$ cat src/rtl/bls_pkg.sv
package bls_pkg;

  // storage geometry
  localparam int unsigned DEPTH   = 16;
  localparam int unsigned ADDR_W  = $clog2(DEPTH);
  localparam int unsigned CNT_W   = $clog2(DEPTH + 1);

  // field widths
  localparam int unsigned DATA_W   = 32;
  localparam int unsigned OP_W     = 3;
  localparam int unsigned STATUS_W = 2;
  localparam int unsigned POS_W    = 4;
  localparam int unsigned COUNT_W  = 5;
  localparam int unsigned CAP_W    = 5;

  // width used when comparing fill level against capacity
  localparam int unsigned CMP_W = (CNT_W > CAP_W) ? CNT_W : CAP_W;

  localparam logic [CAP_W-1:0] CAP_RESET = CAP_W'(16);

  typedef enum logic [OP_W-1:0] {
    OP_PUSH    = 3'd0,
    OP_POP     = 3'd1,
    OP_PEEK    = 3'd2,
    OP_SEARCH  = 3'd3,
    OP_LIST_DN = 3'd4,
    OP_LIST_UP = 3'd5
  } op_e;

  typedef enum logic [STATUS_W-1:0] {
    ST_OK       = 2'd0,
    ST_OVERFLOW = 2'd1,
    ST_EMPTY    = 2'd2,
    ST_NOTFOUND = 2'd3
  } status_e;

endpackage

$ cat src/rtl/bls_req_if.sv
interface bls_req_if;

  logic                                valid;
  logic                                ready;
  logic [bls_pkg::OP_W-1:0]            operation;
  logic signed [bls_pkg::DATA_W-1:0]   push_value;
  logic signed [bls_pkg::DATA_W-1:0]   search_key;

  modport source (output valid, output operation, output push_value, output search_key,
                  input ready);
  modport sink   (input valid, input operation, input push_value, input search_key,
                  output ready);

endinterface

$ cat src/rtl/bls_rsp_if.sv
interface bls_rsp_if;

  logic                                valid;
  logic                                ready;
  logic [bls_pkg::STATUS_W-1:0]        status;
  logic signed [bls_pkg::DATA_W-1:0]   data_out;
  logic [bls_pkg::POS_W-1:0]           position;
  logic [bls_pkg::COUNT_W-1:0]         count;
  logic                                last;

  modport source (output valid, output status, output data_out, output position,
                  output count, output last, input ready);
  modport sink   (input valid, input status, input data_out, input position,
                  input count, input last, output ready);

endinterface

$ cat src/rtl/bls_ram.sv
module bls_ram #(
  parameter int unsigned WIDTH = 32,
  parameter int unsigned DEPTH = 16
) (
  input  logic                     clk_i,
  input  logic                     we_i,
  input  logic [$clog2(DEPTH)-1:0] waddr_i,
  input  logic [WIDTH-1:0]         wdata_i,
  input  logic                     re_i,
  input  logic [$clog2(DEPTH)-1:0] raddr_i,
  output logic [WIDTH-1:0]         rdata_o
);

  logic [WIDTH-1:0] mem_q [DEPTH];
  logic [WIDTH-1:0] rdata_q;

  // one write port, one registered read port
  always_ff @(posedge clk_i) begin
    if (we_i) begin
      mem_q[waddr_i] <= wdata_i;
    end
    if (re_i) begin
      rdata_q <= mem_q[raddr_i];
    end
  end

  assign rdata_o = rdata_q;

endmodule

$ cat src/rtl/bounded_lifo_stack_with_search_core.sv
// Bounded LIFO stack of signed 32-bit words with search and listing.
// req_i carries one request (operation, push_value, search_key) and is
// taken when valid and ready are both high; ready is high only while the
// sequencer is idle. rsp_o returns results (status, data_out, position,
// count, last) under valid/ready; count is the fill level after the step.
// cfg_we_i/cfg_wdata_i write the capacity register; values above the
// stack depth act as the full depth, zero makes every push overflow.
// Push, overflow and empty cases register their result in the cycle
// after the request; pop and peek first pass through S_READ (one RAM
// read with registered data). A search reads one entry per cycle from the
// bottom until it finds a match or passes the top entry. A listing gives one
// result per entry, each read through S_READ after the previous one was taken,
// the final one flagged last. The next request is taken the cycle after
// the last result is taken, so requests never overlap.
// A stalled receiver holds the result register and the sequencer waits.
// Reset empties the stack, sets capacity to 16 and idles the sequencer;
// stored words are not cleared and are never read above the fill level.
module bounded_lifo_stack_with_search_core (
  input  logic                          clk_i,
  input  logic                          rst_ni,
  input  logic                          cfg_we_i,
  input  logic [bls_pkg::CAP_W-1:0]     cfg_wdata_i,
  bls_req_if.sink                       req_i,
  bls_rsp_if.source                     rsp_o
);

  localparam int unsigned ADDR_W = bls_pkg::ADDR_W;
  localparam int unsigned CNT_W  = bls_pkg::CNT_W;
  localparam int unsigned CMP_W  = bls_pkg::CMP_W;
  localparam int unsigned DATA_W = bls_pkg::DATA_W;

  localparam logic [1:0] S_IDLE = 2'd0;
  localparam logic [1:0] S_READ = 2'd1;
  localparam logic [1:0] S_OUT  = 2'd2;

  logic [1:0]                 state_q, state_d;
  logic [CNT_W-1:0]           fill_q, fill_d;
  logic [bls_pkg::CAP_W-1:0]  cap_q, cap_d;
  bls_pkg::op_e               op_q, op_d;
  logic [DATA_W-1:0]          key_q, key_d;
  logic [ADDR_W-1:0]          idx_q, idx_d;
  bls_pkg::status_e           st_q, st_d;
  logic [DATA_W-1:0]          dat_q, dat_d;
  logic [ADDR_W-1:0]          pos_q, pos_d;
  logic                       last_q, last_d;

  logic                       ram_we;
  logic                       ram_re;
  logic [ADDR_W-1:0]          ram_raddr;
  logic [DATA_W-1:0]          ram_rdata;

  logic                       req_fire;
  logic                       rsp_fire;
  logic                       empty;
  logic                       full;
  logic [CMP_W-1:0]           cap_ext;
  logic [CMP_W-1:0]           eff_cap;
  logic [CNT_W-1:0]           fill_m1;
  logic [ADDR_W-1:0]          top_addr;
  logic [CNT_W-1:0]           idx_p1;
  logic                       at_top;

  // entry storage
  bls_ram #(
    .WIDTH (DATA_W),
    .DEPTH (bls_pkg::DEPTH)
  ) u_ram (
    .clk_i   (clk_i),
    .we_i    (ram_we),
    .waddr_i (fill_q[ADDR_W-1:0]),
    .wdata_i (req_i.push_value),
    .re_i    (ram_re),
    .raddr_i (ram_raddr),
    .rdata_o (ram_rdata)
  );

  // handshakes
  assign req_i.ready = (state_q == S_IDLE);
  assign req_fire    = req_i.valid && req_i.ready;
  assign rsp_fire    = rsp_o.valid && rsp_o.ready;

  // fill level versus saturated capacity
  assign cap_ext  = CMP_W'(cap_q);
  assign eff_cap  = (cap_ext > CMP_W'(bls_pkg::DEPTH)) ? CMP_W'(bls_pkg::DEPTH) : cap_ext;
  assign full     = (CMP_W'(fill_q) >= eff_cap);
  assign empty    = (fill_q == '0);
  assign fill_m1  = fill_q - CNT_W'(1);
  assign top_addr = fill_m1[ADDR_W-1:0];
  assign idx_p1   = CNT_W'(idx_q) + CNT_W'(1);
  assign at_top   = (idx_p1 == fill_q);

  // sequencer
  always_comb begin
    state_d   = state_q;
    fill_d    = fill_q;
    cap_d     = cap_q;
    op_d      = op_q;
    key_d     = key_q;
    idx_d     = idx_q;
    st_d      = st_q;
    dat_d     = dat_q;
    pos_d     = pos_q;
    last_d    = last_q;
    ram_we    = 1'b0;
    ram_re    = 1'b0;
    ram_raddr = idx_q;

    if (cfg_we_i) begin
      cap_d = cfg_wdata_i;
    end

    unique case (state_q)
      S_IDLE: begin
        if (req_fire) begin
          op_d   = bls_pkg::op_e'(req_i.operation);
          key_d  = req_i.search_key;
          st_d   = bls_pkg::ST_OK;
          dat_d  = '0;
          pos_d  = '0;
          last_d = 1'b1;
          unique case (req_i.operation)
            bls_pkg::OP_PUSH: begin
              state_d = S_OUT;
              if (full) begin
                st_d = bls_pkg::ST_OVERFLOW;
              end else begin
                ram_we = 1'b1;
                dat_d  = req_i.push_value;
                pos_d  = fill_q[ADDR_W-1:0];
                fill_d = fill_q + CNT_W'(1);
              end
            end
            bls_pkg::OP_POP: begin
              if (empty) begin
                st_d    = bls_pkg::ST_EMPTY;
                state_d = S_OUT;
              end else begin
                ram_re    = 1'b1;
                ram_raddr = top_addr;
                idx_d     = top_addr;
                fill_d    = fill_m1;
                state_d   = S_READ;
              end
            end
            bls_pkg::OP_PEEK: begin
              if (empty) begin
                st_d    = bls_pkg::ST_EMPTY;
                dat_d   = '1;
                state_d = S_OUT;
              end else begin
                ram_re    = 1'b1;
                ram_raddr = top_addr;
                idx_d     = top_addr;
                state_d   = S_READ;
              end
            end
            bls_pkg::OP_SEARCH: begin
              if (empty) begin
                st_d    = bls_pkg::ST_NOTFOUND;
                state_d = S_OUT;
              end else begin
                ram_re    = 1'b1;
                ram_raddr = '0;
                idx_d     = '0;
                state_d   = S_READ;
              end
            end
            bls_pkg::OP_LIST_DN,
            bls_pkg::OP_LIST_UP: begin
              if (empty) begin
                st_d    = bls_pkg::ST_EMPTY;
                state_d = S_OUT;
              end else begin
                ram_re    = 1'b1;
                ram_raddr = (req_i.operation == bls_pkg::OP_LIST_DN) ? top_addr : '0;
                idx_d     = ram_raddr;
                state_d   = S_READ;
              end
            end
            default: begin
              // unused codes: no result, no state change
              state_d = S_IDLE;
            end
          endcase
        end
      end

      S_READ: begin
        st_d    = bls_pkg::ST_OK;
        dat_d   = ram_rdata;
        pos_d   = idx_q;
        last_d  = 1'b1;
        state_d = S_OUT;
        unique case (op_q)
          bls_pkg::OP_SEARCH: begin
            if (ram_rdata == key_q) begin
              state_d = S_OUT;
            end else if (at_top) begin
              st_d  = bls_pkg::ST_NOTFOUND;
              dat_d = '0;
              pos_d = '0;
            end else begin
              // compare the next entry up
              ram_re    = 1'b1;
              ram_raddr = idx_q + ADDR_W'(1);
              idx_d     = ram_raddr;
              state_d   = S_READ;
            end
          end
          bls_pkg::OP_LIST_DN: last_d = (idx_q == '0);
          bls_pkg::OP_LIST_UP: last_d = at_top;
          default:             last_d = 1'b1;
        endcase
      end

      S_OUT: begin
        if (rsp_fire) begin
          if (last_q) begin
            state_d = S_IDLE;
          end else begin
            // fetch the next listed entry
            ram_re    = 1'b1;
            ram_raddr = (op_q == bls_pkg::OP_LIST_DN) ? (idx_q - ADDR_W'(1))
                                                      : (idx_q + ADDR_W'(1));
            idx_d     = ram_raddr;
            state_d   = S_READ;
          end
        end
      end

      default: begin
        state_d = S_IDLE;
      end
    endcase
  end

  // control state
  always_ff @(posedge clk_i or negedge rst_ni) begin
    if (!rst_ni) begin
      state_q <= S_IDLE;
      fill_q  <= '0;
      cap_q   <= bls_pkg::CAP_RESET;
    end else begin
      state_q <= state_d;
      fill_q  <= fill_d;
      cap_q   <= cap_d;
    end
  end

  // request and result payload
  always_ff @(posedge clk_i) begin
    op_q   <= op_d;
    key_q  <= key_d;
    idx_q  <= idx_d;
    st_q   <= st_d;
    dat_q  <= dat_d;
    pos_q  <= pos_d;
    last_q <= last_d;
  end

  // result channel
  assign rsp_o.valid    = (state_q == S_OUT);
  assign rsp_o.status   = st_q;
  assign rsp_o.data_out = dat_q;
  assign rsp_o.position = bls_pkg::POS_W'(pos_q);
  assign rsp_o.count    = bls_pkg::COUNT_W'(fill_q);
  assign rsp_o.last     = last_q;

endmodule

$ cat src/flat_wrapper.sv
// flat-port wrapper written by rule: the top's interface ports become plain ports
module bounded_lifo_stack_with_search_core_flat 
  (clk_i, rst_ni, cfg_we_i, cfg_wdata_i, req_i_valid, req_i_operation, req_i_push_value, req_i_search_key, req_i_ready, rsp_o_valid, rsp_o_status, rsp_o_data_out, rsp_o_position, rsp_o_count, rsp_o_last, rsp_o_ready);
  bls_req_if req_i_i ();
  bls_rsp_if rsp_o_i ();
  input  logic clk_i;
  input  logic rst_ni;
  input  logic cfg_we_i;
  input  logic [bls_pkg::CAP_W-1:0] cfg_wdata_i;
  input wire logic [$bits(req_i_i.valid)-1:0] req_i_valid;
  input wire logic [$bits(req_i_i.operation)-1:0] req_i_operation;
  input wire logic [$bits(req_i_i.push_value)-1:0] req_i_push_value;
  input wire logic [$bits(req_i_i.search_key)-1:0] req_i_search_key;
  output wire logic [$bits(req_i_i.ready)-1:0] req_i_ready;
  output wire logic [$bits(rsp_o_i.valid)-1:0] rsp_o_valid;
  output wire logic [$bits(rsp_o_i.status)-1:0] rsp_o_status;
  output wire logic [$bits(rsp_o_i.data_out)-1:0] rsp_o_data_out;
  output wire logic [$bits(rsp_o_i.position)-1:0] rsp_o_position;
  output wire logic [$bits(rsp_o_i.count)-1:0] rsp_o_count;
  output wire logic [$bits(rsp_o_i.last)-1:0] rsp_o_last;
  input wire logic [$bits(rsp_o_i.ready)-1:0] rsp_o_ready;
  assign req_i_i.valid = req_i_valid;
  assign req_i_i.operation = req_i_operation;
  assign req_i_i.push_value = req_i_push_value;
  assign req_i_i.search_key = req_i_search_key;
  assign req_i_ready = req_i_i.ready;
  assign rsp_o_valid = rsp_o_i.valid;
  assign rsp_o_status = rsp_o_i.status;
  assign rsp_o_data_out = rsp_o_i.data_out;
  assign rsp_o_position = rsp_o_i.position;
  assign rsp_o_count = rsp_o_i.count;
  assign rsp_o_last = rsp_o_i.last;
  assign rsp_o_i.ready = rsp_o_ready;
  bounded_lifo_stack_with_search_core u_core (.clk_i(clk_i), .rst_ni(rst_ni), .cfg_we_i(cfg_we_i), .cfg_wdata_i(cfg_wdata_i), .req_i(req_i_i), .rsp_o(rsp_o_i));
endmodule
$ cat config.mk
export PLATFORM = sky130hd
export DESIGN_NAME = bounded_lifo_stack_with_search_core_flat
export DESIGN_NICKNAME = d
export VERILOG_FILES = /design/src/rtl/bls_pkg.sv /design/src/rtl/bls_req_if.sv /design/src/rtl/bls_rsp_if.sv /design/src/rtl/bls_ram.sv /design/src/rtl/bounded_lifo_stack_with_search_core.sv /design/src/flat_wrapper.sv
export SDC_FILE = /design/constraint.sdc
export NUM_CORES = 1
export LEC_CHECK = 0
export BUFFER_PORTS_ARGS = -buffer_cell sky130_fd_sc_hd__buf_2
export CELL_PAD_IN_SITES_DETAIL_PLACEMENT = 0
export CELL_PAD_IN_SITES_GLOBAL_PLACEMENT = 1
export CORE_MARGIN = 10
export CORE_UTILIZATION = 53
export DETAILED_ROUTE_END_ITERATION = 8
export PLACE_DENSITY = 0.9
export SYNTH_ARGS = -nofsm -noshare
export SYNTH_HDL_FRONTEND = slang
export SYNTH_SLANG_ARGS = --single-unit
$ cat constraint.sdc
create_clock -name clk_i -period 7.1 [get_ports clk_i]
set_clock_uncertainty 0.15 [all_clocks]
set_input_delay 1.42 -clock clk_i [delete_from_list [all_inputs] [get_ports clk_i]]
set_output_delay 1.42 -clock clk_i [all_outputs]
set_load 0.01 [all_outputs]
* Yosys cells after proc, flatten, opt, wreduce, memory -nomap -nowiden
Memories as Yosys holds them, arrays and structs flattened. A register that Yosys moved wholly into a read port is not among the register bits. Index checks and enable logic that the tools add are counted.
Cells by class: add/sub/neg operators 5, multiply operators 0, div/mod/pow operators 0, $lt $le $gt $ge 2, equality and inequality tests 16, shifts and indexed selects 0, multiplexer cells 68, bitwise logic cells 0, reductions and logical operators 16
Operators with widths (count):
- 32-bit 2-to-1 mux | 6
- 32-bit one-hot mux with 2 select lines | 2
- 4-bit 2-to-1 mux | 17
- 32-bit == test | 1
- 2-bit 2-to-1 mux | 12
- 4-bit one-hot mux with 3 select lines | 2
- 1-bit 2-to-1 mux | 17
- 5-bit 2-to-1 mux | 3
- 3-bit == test, second input constant | 4
- 2-bit one-hot mux with 3 select lines | 2
- 5-bit one-hot mux with 2 select lines | 1
- 3-bit by 2-bit == test with 1-bit output, second input constant | 3
- 2-bit != test, second input constant | 4
- 2-bit one-hot mux with 2 select lines | 2
- 4-bit one-hot mux with 2 select lines | 1
- 2-bit AND reduction | 3
- 4-bit by 1-bit adder with 5-bit output, second input constant | 1
- 5-bit by 1-bit adder with 5-bit output, second input constant | 1
- 5-bit == test | 1
- 5-bit greater-or-equal comparator | 1
- 5-bit greater-than comparator, second input constant | 1
- 5-bit zero test | 1
- 5-bit AND reduction | 1
- 5-bit OR reduction | 1
- 15 further kinds | 19
Storage, ports and cells: register bits 90, bits in latches 0, bits in writable memories 512, memory bits (read-only) 0, input bits 77, logic and storage cells 118, memories 1
Memories:
- u_core.u_ram.mem_q | words 16, width 32, read ports 1, clocked after memory_dff 1, write ports 1, line bls_ram.sv:14 | logic [WIDTH-1:0] mem_q [DEPTH];

* Logic depth before layout (Yosys ltp)
Gate-level depths: netlist of the first run.
depth after elaboration 9, depth in mapped cells 16, depth with buffers taken out 12

* Hierarchy
Synthesis of the first run repeated with hierarchy kept, for this count alone.
Unflattened totals: cells, all modules 1245, area total of the unflattened synthesis 24992.7 um2
Modules (own cells, without submodules):
- bls_ram | instances 1, cells an instance 838, area an instance 20155.6 um2, seq. area each 16335.7 um2
- bounded_lifo_stack_with_search_core | instances 1, cells an instance 407, area an instance 4837.1 um2, seq. area each 2603.7 um2

* Worst setup path after synthesis of the first run
No wires, ideal clock.
path kind input-to-reg, start point in req_i_valid, end point mem u_core.u_ram.mem_q[3][0], enable pin, data arrival time 5.130 ns, required time 6.489 ns, setup slack 1.359 ns, cell stages on the path 3, path buffers 0, path through nor3b_4 nand3_1 nor3_1
On the way: cells in the longest elaborated chain, start to end 5
RTL lines:
- from (decl) | line flat_wrapper.sv:10 | input wire logic [$bits(req_i_i.valid)-1:0] req_i_valid;
- 1-bit logical AND | line bounded_lifo_stack_with_search_core.sv:79 | assign req_fire = req_i.valid && req_i.ready;
- 1-bit 2-to-1 mux | line bounded_lifo_stack_with_search_core.sv:114 | if (req_fire) begin
- 1-bit 2-to-1 mux | line bounded_lifo_stack_with_search_core.sv:112 | unique case (state_q)
- 1-bit 2-to-1 mux | line bls_ram.sv:19 | if (we_i) begin
- 1-bit 2-to-1 mux (implied by the code) | line bls_ram.sv:20 | mem_q[waddr_i] <= wdata_i;
- to (decl) | line bls_ram.sv:14
Every way passes these cells.

* Worst setup path in the final report of the first run
start point reg u_core.u_ram.rdata_q[5], in the netlist u_core.u_ram.rdata_o[5] (read register of u_core.u_ram.mem_q), end point reg u_core.u_ram.rdata_q[15], in the netlist u_core.u_ram.rdata_o[15] (read register of u_core.u_ram.mem_q) (data pin)
On the way: cells in the longest elaborated chain, start to end 4, elaborated cells between the ends (all ways) 7, those cells by class 1 x eq/ne; 6 x mux
RTL lines:
- from (decl) | line bls_ram.sv:15 | logic [WIDTH-1:0] rdata_q;
- 32-bit == test * | line bounded_lifo_stack_with_search_core.sv:196 | if (ram_rdata == key_q) begin
- 4-bit 2-to-1 mux or 1-bit 2-to-1 mux (tied branches)
- 4-bit 2-to-1 mux or 1-bit 2-to-1 mux (tied branches) | line bounded_lifo_stack_with_search_core.sv:194 | unique case (op_q)
- 4-bit one-hot mux with 3 select lines or 1-bit one-hot mux with 3 select lines (tied branches) | line bounded_lifo_stack_with_search_core.sv:112
Mark *: on every way between the ends. The rest lies on a longest branch, timed or not. A chain may end at the register's enable or synchronous reset.

==> impl_metrics.yaml, run 1 <==
yosys:
  synthCells: 1543
  ys_ff_latch: 634
  ys_seq_area_share_pct: 72.9
  synth_cell_types: 61
  synthFlopType: "edfxtp_1"
  syn_avg_cell_area_um2: 16.8
  synth.net_count: 1634
  syn_area_um2: 26000
  synthArstFlopShare_pct: 1.89
  yosysWarningCount: 0
  synth_edf_count: 618
grt:
  antenna_found_initial: 2
  grt_overflow: 0
  grt_use_total_pct: 20.9
  grt_max_degree: 81
  grt_pass1_wl_um: 89600
  grt_pass1_vias: 14100
critical_path:
  worstPathArrival_ns: 5.17
  ff2ff_path_depth: 10
  worstPathMaxFanout: 72
  start_kind: "flop"
  r2r_slack_ns: 2.16
  reg2reg_from: "u_core.u_ram.rdata_o[5]"
  critPathCaptureType: "flop"
  required_ns: 7.33
  crit_type: "reg -> reg"
  reg2reg_to: "u_core.u_ram.rdata_o[15]"
floorplan:
  ios: 123
  num_rows: 81
  core_area_um2: 48700
  initial_core_util_pct: 53.3
  die_h_um: 241
  die_w_um: 241
  die-area_um2: 58300
timing:
  worstMarginPinSlew_ns: 1.25
  max_freq_mhz: 202
  rsz0062_at_grt: "no"
  finalCritPeriodShare_pct: 69.6
  finalSetupViolCount: 0
  setup_slack_ns: 2.16
  hold_viol: 0
  maxSlewViolCount: 0
  maxSlewHeadroom_pct: 16.8
  setup_tns_ns: 0
  post-route-min-period_ns: 4.94
detailed_routing:
  first_pass_iters: 6
  drtIter0Drc: 1494
  finalWirelength_um: 61500
  drc: 0
  vias: 14300
  wl_per_cell_um: 25.7
  drtAntennaViolNets: 0
  viasPerCell: 5.98
placement:
  place_ws_ns: 2.06
  port_buffers: 122
  place.gp.congestion: 0.867
  hpwl_um: 35600
  dp_cells: 2280
clock_tree:
  cts_resized: 0
  clk_latency_ns: 0.65
  post_cts_buffers: 0
  cts_made_buffers: 60
  cts_tree: "done"
  cts_root_buffer: "clkbuf_16"
  cts_buffer_depth: 3
  path_clk_slew_ns: 0.06
  clock-sinks: 634
  postCtsHoldBufs: 0
  ctsHtreeMaxLevel: 2
power:
  leakagePower_nw: 11.6
  power.total_mw: 11.2
  peakVddDrop_mv: 0.309
  combPwrFrac_pct: 30.4
  p_sw_mw: 3.64
  power.share.switching_pct: 32.5
  seq_power_share_pct: 42.4
  p_per_area_nw_per_um2: 381
  internal-power_mw: 7.56
  clockPowerShare_pct: 27.2
hold_path:
  min_to: "u_core.cap_ext[0]"
  hold_path_class: "reg -> reg"
  worstHoldStart: "u_core.cap_ext[0]"
  min_delay_path_depth: 1
status:
  status: "complete, no violations"
final_layout:
  final_nets: 1769
  drive_above_1_share_pct: 16.0
  areaGrowthSynthToFinish_pct: 13.0
  finish.utilization_pct: 60.3
  final_cell_count_no_fill: 2393
flow_run:
  max_cap_viol_count: 0
[worst max-delay path: stages (launching register included)]
cell and delay, ns:
edfxtp_1 0.52, xor2_1 0.19, nor4_1 0.72, nand4_1 0.38, o211ai_1 0.56, a21oi_1 0.19
o2bb2ai_4 0.86, buf_12 0.46, mux2i_1 0.17, a22oi_1 0.24, nand2_1 0.07
[metal layers]
layer	routed length [µm]	GRT usage (%)	vias up
li1	-	-	6279
met1	25000	28.3	7161
met2	28200	32.0	736
met3	6010	5.33	141
met4	2230	8.34	2
met5	10	0	-
[stage by stage]
stage	hold slack [ns]	instance area [µm²]
final	0.353	29400
after global routing	0.383	29400
after CTS	0.360	29400
after detailed placement	0.346	27500
after global placement	0.339	27500
after floorplan	0.323	26000
[final cells by class]
cell class | instances | area, µm²
Multi-Input combinational cell | 813 | 6740
Sequential cell | 634 | 18900
Inverter | 13 | 48.8
Fill cell | 3487 | 19400
Timing Repair Buffer | 156 | 928
Clock buffer | 72 | 1550
Antenna cell | 2 | 5.00
Tap cell | 664 | 831
Clock inverter | 39 | 335
[placed cells by master (no fill, tap or decap), types with 4 or more instances in the layout]
cell type,instances
edfxtp_1,618
mux2i_1,387
buf_2,122
nand2_1,87
a22oi_1,64
clkbuf_16,60
o21ai_0,41
a21oi_1,40
xor2_1,38
buf_4,29
clkinv_1,16
nor2_1,15
nor2_4,14
ha_1,14
inv_1,13
clkbuf_1,12
dfrtp_1,11
nand3_1,10
clkinv_2,10
nor4_1,9
xnor2_1,8
nand4_1,6
nor2b_1,5
o21a_1,5
nor3_2,5
buf_12,5
and3_1,4
o211ai_1,4
nand2b_1,4
o22ai_1,4
mux2_2,4
clkinvlp_4,4
dfxtp_1,4
[worst max path at each step]
stage | startpoint | to | cells past startpoint | slack (ns)
final | u_core.u_ram.rdata_o[5] | u_core.u_ram.rdata_o[15] | 10 | 2.16
after global routing | u_core.rsp_o.count[2] | u_core.u_ram.rdata_o[27] | 13 | 2.06
after CTS | u_core.u_ram.rdata_o[5] | u_core.u_ram.rdata_o[5] | 10 | 2.28
after detailed placement | req_i_operation[0] | u_core.u_ram.rdata_o[14] | 11 | 2.06
after global placement | req_i_operation[0] | u_core.u_ram.rdata_o[13] | 11 | 2.13
after floorplan | req_i_valid | u_core.u_ram.mem_q[3][0] | 3 | 1.36
[Yosys cell counts (all sizes together), types with 3 or more instances]
cell    count  area [µm²]
edfxtp    618       18600
mux2i     387        3870
nand2      87         327
a22oi      64         480
buf        59         347
o21ai      44         220
a21oi      40         200
xor2       38         333
nor2       29         109
clkbuf     24        90.1
ha         14         175
inv        13        48.8
dfrtp      11         275
nand3      10        50.1
nor4       10        68.8
xnor2       8        70.1
nand4       7        50.1
nor3        7        35.0
nor2b       5        31.3
o21a        5        37.5
and3        4        25.0
dfxtp       4        80.1
mux2        4        45.0
nand2b      4        25.0
nor3b       4        52.6
o211ai      4        30.0
o22ai       4        25.0
and2        3        18.8
o31ai       3        22.5
[power by group through the flow]
stage                     registers (mW)  clock network [mW]  logic [mW]
after global placement              4.82                   0        3.30
after CTS                           4.74                3.09        3.39
after detailed placement            4.82                   0        3.37
final                               4.75                3.04        3.40
after floorplan                     4.76                   0        2.46
after global routing                4.77                3.24        3.64
[sequential cells by signal, summed over array words and instances (netlist names)]
register,flops
u_core.cap_ext,5
u_core.idx_q,4
u_core.key_q,32
u_core.op_q,3
u_core.rsp_o.count,5
u_core.rsp_o.data_out,32
u_core.rsp_o.last,1
u_core.rsp_o.position,4
u_core.rsp_o.status,2
u_core.state_q,2
u_core.u_ram.mem_q,512
u_core.u_ram.rdata_o,32
[cell families after synthesis]
logic type | count (synthesis) | share of synthesized area [%]
buffers and inverters | 96 | 1.87
adder cells (fa/ha/maj) | 14 | 0.674
flip-flops | 634 | 72.9
AND/OR/NAND/NOR | 178 | 3.30
XOR/XNOR | 46 | 1.55
multiplexers | 391 | 15.1
AO/OA/AOI/OAI | 184 | 4.67
Power figures use the tool's default switching activity.
==> run 2, diff against run 1 <==
--- a/config.mk
+++ b/config.mk
@@ -9,9 +9,9 @@
 export CELL_PAD_IN_SITES_DETAIL_PLACEMENT = 0
 export CELL_PAD_IN_SITES_GLOBAL_PLACEMENT = 1
 export CORE_MARGIN = 10
-export CORE_UTILIZATION = 53
+export CORE_UTILIZATION = 48
 export DETAILED_ROUTE_END_ITERATION = 8
-export PLACE_DENSITY = 0.9
+export PLACE_DENSITY = 0.86
 export SYNTH_ARGS = -nofsm -noshare
 export SYNTH_HDL_FRONTEND = slang
 export SYNTH_SLANG_ARGS = --single-unit
==> constraint.sdc (replaced) <==
create_clock -name clk_i -period 4 [get_ports clk_i]
set_clock_uncertainty 0.15 [all_clocks]
set_input_delay 0.8 -clock clk_i [delete_from_list [all_inputs] [get_ports clk_i]]
set_output_delay 0.8 -clock clk_i [all_outputs]
set_load 0.01 [all_outputs]
==> impl_metrics.yaml, run 2 (synthesized netlist as in run 1, its figures left out) <==
placement:
  port_buffers: 122
  hpwl_um: 38300
  place.gp.congestion: 0.879
final_layout:
  multi_input_comb_area_um2: 6780
  regArea_um2: 18900
  final_common_cell: "edfxtp_1"
  mostFrequentLayoutCells: "edfxtp_1, mux2i_1, buf_2, nand2_1, clkbuf_16"
  final_nets: 1837
  fillers: 4025
  top_register: "u_core.u_ram.mem_q"
  areaGrowthSynthToFinish_pct: 17.0
  drive_above_1_share_pct: 19.6
  largest_reg_flops: 512
clock_tree:
  clock-sinks: 634
  ctsHtreeMaxLevel: 3
  cts_made_buffers: 66
  path_clk_slew_ns: 0.06
  cts_buffer_depth: 3
  clk_latency_ns: 0.61
  cts_root_buffer: "clkbuf_16"
  cts_tree: "done"
detailed_routing:
  drc: 0
  dr_wl_met3_um: 6290
  vias: 14700
  wl_met2_um: 30300
  wl_per_cell_um: 26.2
  first_pass_iters: 5
  drtAntennaViolNets: 0
  top_layer_used: "met5"
  wl_met1_um: 26800
  finalWirelength_um: 65400
  drtIter0Drc: 1472
  viasPerCell: 5.90
hold_path:
  worstHoldStart: "req_i_search_key[13]"
  min_delay_path_depth: 1
  hold_path_class: "in -> reg"
  min_to: "u_core.key_q[13]"
critical_path:
  reg2reg_to: "u_core.u_ram.rdata_o[14]"
  required_ns: 4.21
  start_kind: "flop"
  ff2ff_path_depth: 13
  reg2reg_from: "u_core.u_ram.rdata_o[2]"
  crit_type: "reg -> reg"
  worstPathMaxFanout: 17
  worstPathArrival_ns: 4.07
  r2r_slack_ns: 0.14
  critPathCaptureType: "flop"
timing:
  post-route-min-period_ns: 3.86
  worstMarginPinSlew_ns: 0.855
  finalCritPeriodShare_pct: 96.5
  max_freq_mhz: 259
  finalSetupViolCount: 0
  setup_tns_ns: 0
  maxSlewViolCount: 0
  maxSlewHeadroom_pct: 42.9
  hold_viol: 0
floorplan:
  ios: 123
  initial_core_util_pct: 48.4
  core_area_um2: 53700
  die_h_um: 253
  num_rows: 85
  die_w_um: 253
  die-area_um2: 63900
grt:
  grt_pass1_vias: 14600
  grt_overflow: 0
  grt_pass1_wl_um: 94500
  grt_max_degree: 42
  antenna_found_initial: 5
  grt_use_total_pct: 20.1
flow_run:
  max_cap_viol_count: 0
power:
  p_per_area_nw_per_um2: 694
  peakVddDrop_mv: 0.486
  power.total_mw: 21.1
  leakagePower_nw: 12.0
status:
  status: "complete, no violations"
==> run 2: cell types whose count changed in the layout (fill, tap and decap cells not counted), sizes merged <==
| cell | previous run | this run |
|---|---|---|
| diode | 2 | 1 |
| buf | 156 | 215 |
| clkinvlp | 4 | 5 |
| dlygate4sd3 | 0 | 1 |
| clkbuf | 72 | 81 |
| bufinv | 3 | 4 |
==> run 2: cell type report <==
| class | count | area share [%] |
|---|---|---|
| antenna | 1 | 0.00823 |
| timing repair buffer | 218 | 5.50 |
| multi-input combinational | 813 | 22.3 |
| sequential | 634 | 62.3 |
| tap | 696 | 2.86 |
| inverter | 13 | 0.160 |
| clock buffer | 79 | 5.73 |
| clock inverter | 41 | 1.16 |
==> run 2: how the worst max path moves through the flow <==
stage,start,to,slack (ns)
6_report,u_core.u_ram.rdata_o[2],u_core.u_ram.rdata_o[14],0.14
5_1_grt,u_core.key_q[5],u_core.u_ram.rdata_o[26],-0.001
4_1_cts,u_core.idx_q[1],u_core.u_ram.rdata_o[9],0.07
3_5_place_dp,u_core.u_ram.rdata_o[3],u_core.u_ram.rdata_o[14],-0.05
3_3_place_gp,u_core.u_ram.rdata_o[3],u_core.u_ram.rdata_o[26],0.003
2_1_floorplan,u_core.rsp_o.count[0],u_core.u_ram.mem_q[15][0],-0.43
==> run 2: power breakdown <==
part / switching, mW / leakage (nW) / total (mW) / internal, mW
Combinational: 3.93 / 5.24 / 6.83 / 2.90
Sequential: 0.357 / 5.80 / 8.37 / 8.01
Clock: 2.52 / 1.02 / 5.91 / 3.39
Total: 6.81 / 12.0 / 21.1 / 14.3
==> run 2: repair_timing <==
action,CTS,global route
hold endpoints to repair,11,0
cloned,0,2
setup buffers,0,4
pin swaps,0,2
endpoints found under the setup margin,16,31
gates resized for setup,1,4
hold buffers,1,0
==> run 2: worst max-delay path: stages, from the launching register on <==
cell	delay (ns)
edfxtp_1	0.41
xor2_1	0.25
nor4_1	0.47
buf_4	0.18
nand4_1	0.26
o211ai_1	0.28
buf_4	0.18
a21oi_1	0.10
o2bb2ai_4	0.34
buf_12	0.25
buf_4	0.29
mux2i_1	0.14
a22oi_1	0.23
nand2_1	0.08
==> run 2: through the flow <==
step	area (µm²)	worst slack [ns]	instances	hold slack (ns)	utilization (%)
global route	30400	-0.00140	2494	0.186	56.6
floorplan	26100	-0.431	1543	0.323	-
finish	30400	0.139	2495	0.212	56.6
detailed placement	28200	-0.0508	2367	0.346	52.5
CTS	30300	0.0709	2488	0.175	56.5
global placement	28200	0.00338	2367	0.341	52.5
==> run 2: layer usage <==
metal  global-route usage, %  vias up
li1                        -     6419
met3                    5.16      135
met5                       0        -
met1                    27.1     7455
met4                    6.69        6
met2                    31.4      713
==> run 3, diff against run 2 <==
--- a/config.mk
+++ b/config.mk
@@ -11,7 +11,7 @@
 export CORE_MARGIN = 10
 export CORE_UTILIZATION = 48
 export DETAILED_ROUTE_END_ITERATION = 8
-export PLACE_DENSITY = 0.86
+export PLACE_DENSITY = 0.81
 export SYNTH_ARGS = -nofsm -noshare
 export SYNTH_HDL_FRONTEND = slang
 export SYNTH_SLANG_ARGS = --single-unit
==> impl_metrics.yaml, run 3 (synthesized netlist as in run 1, its figures left out) <==
clock_tree:
  path_clk_slew_ns: 0.06
  cts_tree: "done"
  cts_made_buffers: 61
  clk_latency_ns: 0.63
  clock-sinks: 634
  ctsHtreeMaxLevel: 2
  cts_buffer_depth: 3
  post_cts_buffers: 0
  cts_root_buffer: "clkbuf_16"
power:
  p_per_area_nw_per_um2: 684
  peakVddDrop_mv: 0.349
  leakagePower_nw: 12.0
  p_sw_mw: 6.64
  clockPowerShare_pct: 26.6
  internal-power_mw: 14.1
  combPwrFrac_pct: 33.0
  power.share.switching_pct: 32.0
  seq_power_share_pct: 40.3
final_layout:
  final_nets: 1825
  stdcell_area_um2: 30300
  finish.utilization_pct: 56.5
  top_register: "u_core.u_ram.mem_q"
  mostFrequentLayoutCells: "edfxtp_1, mux2i_1, buf_2, nand2_1, a22oi_1"
  final_common_cell: "edfxtp_1"
  largest_reg_flops: 512
  areaGrowthSynthToFinish_pct: 16.7
  drive_above_1_share_pct: 18.8
critical_path:
  ff2ff_path_depth: 14
  critPathCapture: "u_core.u_ram.rdata_o[6]"
  crit_path_cell_trace: "ha_2, nand3b_1, a221oi_1, o2111ai_2, ha_1, and3_1, o21a_1, a311oi_4, buf_12, buf_12, mux2i_1, mux2i_1, a22oi_1, nand2_1"
  reg2reg_to: "u_core.u_ram.rdata_o[6]"
  reg2reg_from: "u_core.idx_q[0]"
  critPathCaptureType: "flop"
  worstPathArrival_ns: 4.01
  required_ns: 4.22
  critical-path-max-stage-delay_ns: 0.46
  cp_slowest_cell: "dfxtp_1"
  worstPathMaxFanout: 24
  crit_type: "reg -> reg"
  r2r_slack_ns: 0.21
  start_kind: "flop"
  startpoint: "u_core.idx_q[0]"
detailed_routing:
  drtIter0Drc: 1490
  first_pass_iters: 5
  wl_per_cell_um: 26.1
  viasPerCell: 5.85
  drtAntennaViolNets: 0
  finalWirelength_um: 64600
  vias: 14500
  drc: 0
status:
  status: "complete, no violations"
grt:
  grt_pass1_vias: 14400
  grt_pass1_wl_um: 94100
  antenna_found_initial: 5
  grt_overflow: 0
  grt_use_total_pct: 20.1
  grt_max_degree: 36
timing:
  max_freq_mhz: 264
  rsz0062_at_grt: "no"
  finalSetupViolCount: 0
  post-route-min-period_ns: 3.79
  setup_slack_ns: 0.209
  finalCritPeriodShare_pct: 94.8
  maxSlewViolCount: 0
  maxSlewHeadroom_pct: 29.3
  hold_viol: 0
  worstMarginPinSlew_ns: 1.06
floorplan:
  num_rows: 85
  core_area_um2: 53700
  die_h_um: 253
  die_w_um: 253
  initial_core_util_pct: 48.4
  die-area_um2: 63900
  ios: 123
flow_run:
  max_cap_viol_count: 0
placement:
  port_buffers: 122
  place.gp.congestion: 0.891
  place_ws_ns: 0.184
  hpwl_um: 37700
  place_area_um2: 28400
hold_path:
  hold_path_class: "in -> reg"
==> run 3: cell count changes in the layout (fill, tap and decap cells not counted), sizes merged <==
cell,delta
buf,-5
bufinv,+1
clkbuf,-2
clkinv,-11
clkinvlp,-1
==> run 3: power by group through the flow <==
stage / clock (mW) / sequential, mW / combinational (mW)
floorplan: 0 / 8.45 / 4.54
global placement: 0 / 8.49 / 6.71
detailed placement: 0 / 8.50 / 6.81
CTS: 5.62 / 8.37 / 6.84
global route: 5.89 / 8.41 / 7.33
finish: 5.53 / 8.37 / 6.85
==> run 3: area by class of cell <==
| type | count | area [µm²] |
|---|---|---|
| clock buffer | 79 | 1590 |
| multi-input combinational | 813 | 6760 |
| timing repair buffer | 211 | 1810 |
| antenna | 1 | 2.50 |
| fill | 4039 | 23400 |
| tap | 696 | 871 |
| inverter | 13 | 48.8 |
| clock inverter | 30 | 302 |
| sequential | 634 | 18900 |
==> run 3: worst max-delay path, delay by kind of cell, from the launching register on <==
family	cells	cell delay, ns
AO/OA/AOI/OAI	5	1.13
flip-flops	1	0.46
multiplexers	2	0.36
buffers and inverters	2	0.51
AND/OR/NAND/NOR	3	0.32
adder cells (fa/ha/maj)	2	0.59
==> run 3: metal layers <==
layer | vias to the layer above | GRT usage [%] | share of wire [%]
li1 | 6390 | - | -
met5 | - | 0 | 0.036
met1 | 7313 | 27.2 | 42
met2 | 665 | 31.6 | 47
met3 | 114 | 4.57 | 8.9
met4 | 4 | 6.69 | 2.7
==> run 3: worst min-delay path by stage <==
| stage | slack, ns | cells after the start | from | end |
|---|---|---|---|---|
| after floorplan | 0.32 | 1 | u_core.cap_ext[0] | u_core.cap_ext[0] |
| after global placement | 0.34 | 1 | u_core.cap_ext[0] | u_core.cap_ext[0] |
| after global routing | 0.17 | 1 | req_i_search_key[28] | u_core.key_q[28] |
| final | 0.19 | 1 | req_i_search_key[26] | u_core.key_q[26] |
| after CTS | 0.17 | 1 | req_i_search_key[29] | u_core.key_q[29] |
| after detailed placement | 0.34 | 1 | u_core.cap_ext[0] | u_core.cap_ext[0] |
==> run 3: timing repair <==
item	4_1_cts	5_1_grt
endpoints found under the hold margin	11	0
endpoints found under the setup margin	0	27
hold buffers	1	0
gates resized for setup	0	3
==> run 3: per-stage QoR <==
stage	TNS, ns	power [mW]	instances	hold WS (ns)
after CTS	0	20.8	2476	0.170
after floorplan	-208.52	13.0	1543	0.323
after detailed placement	0	15.3	2366	0.343
after global routing	0	21.6	2477	0.172
after global placement	0	15.2	2366	0.340
final	0	20.8	2477	0.188
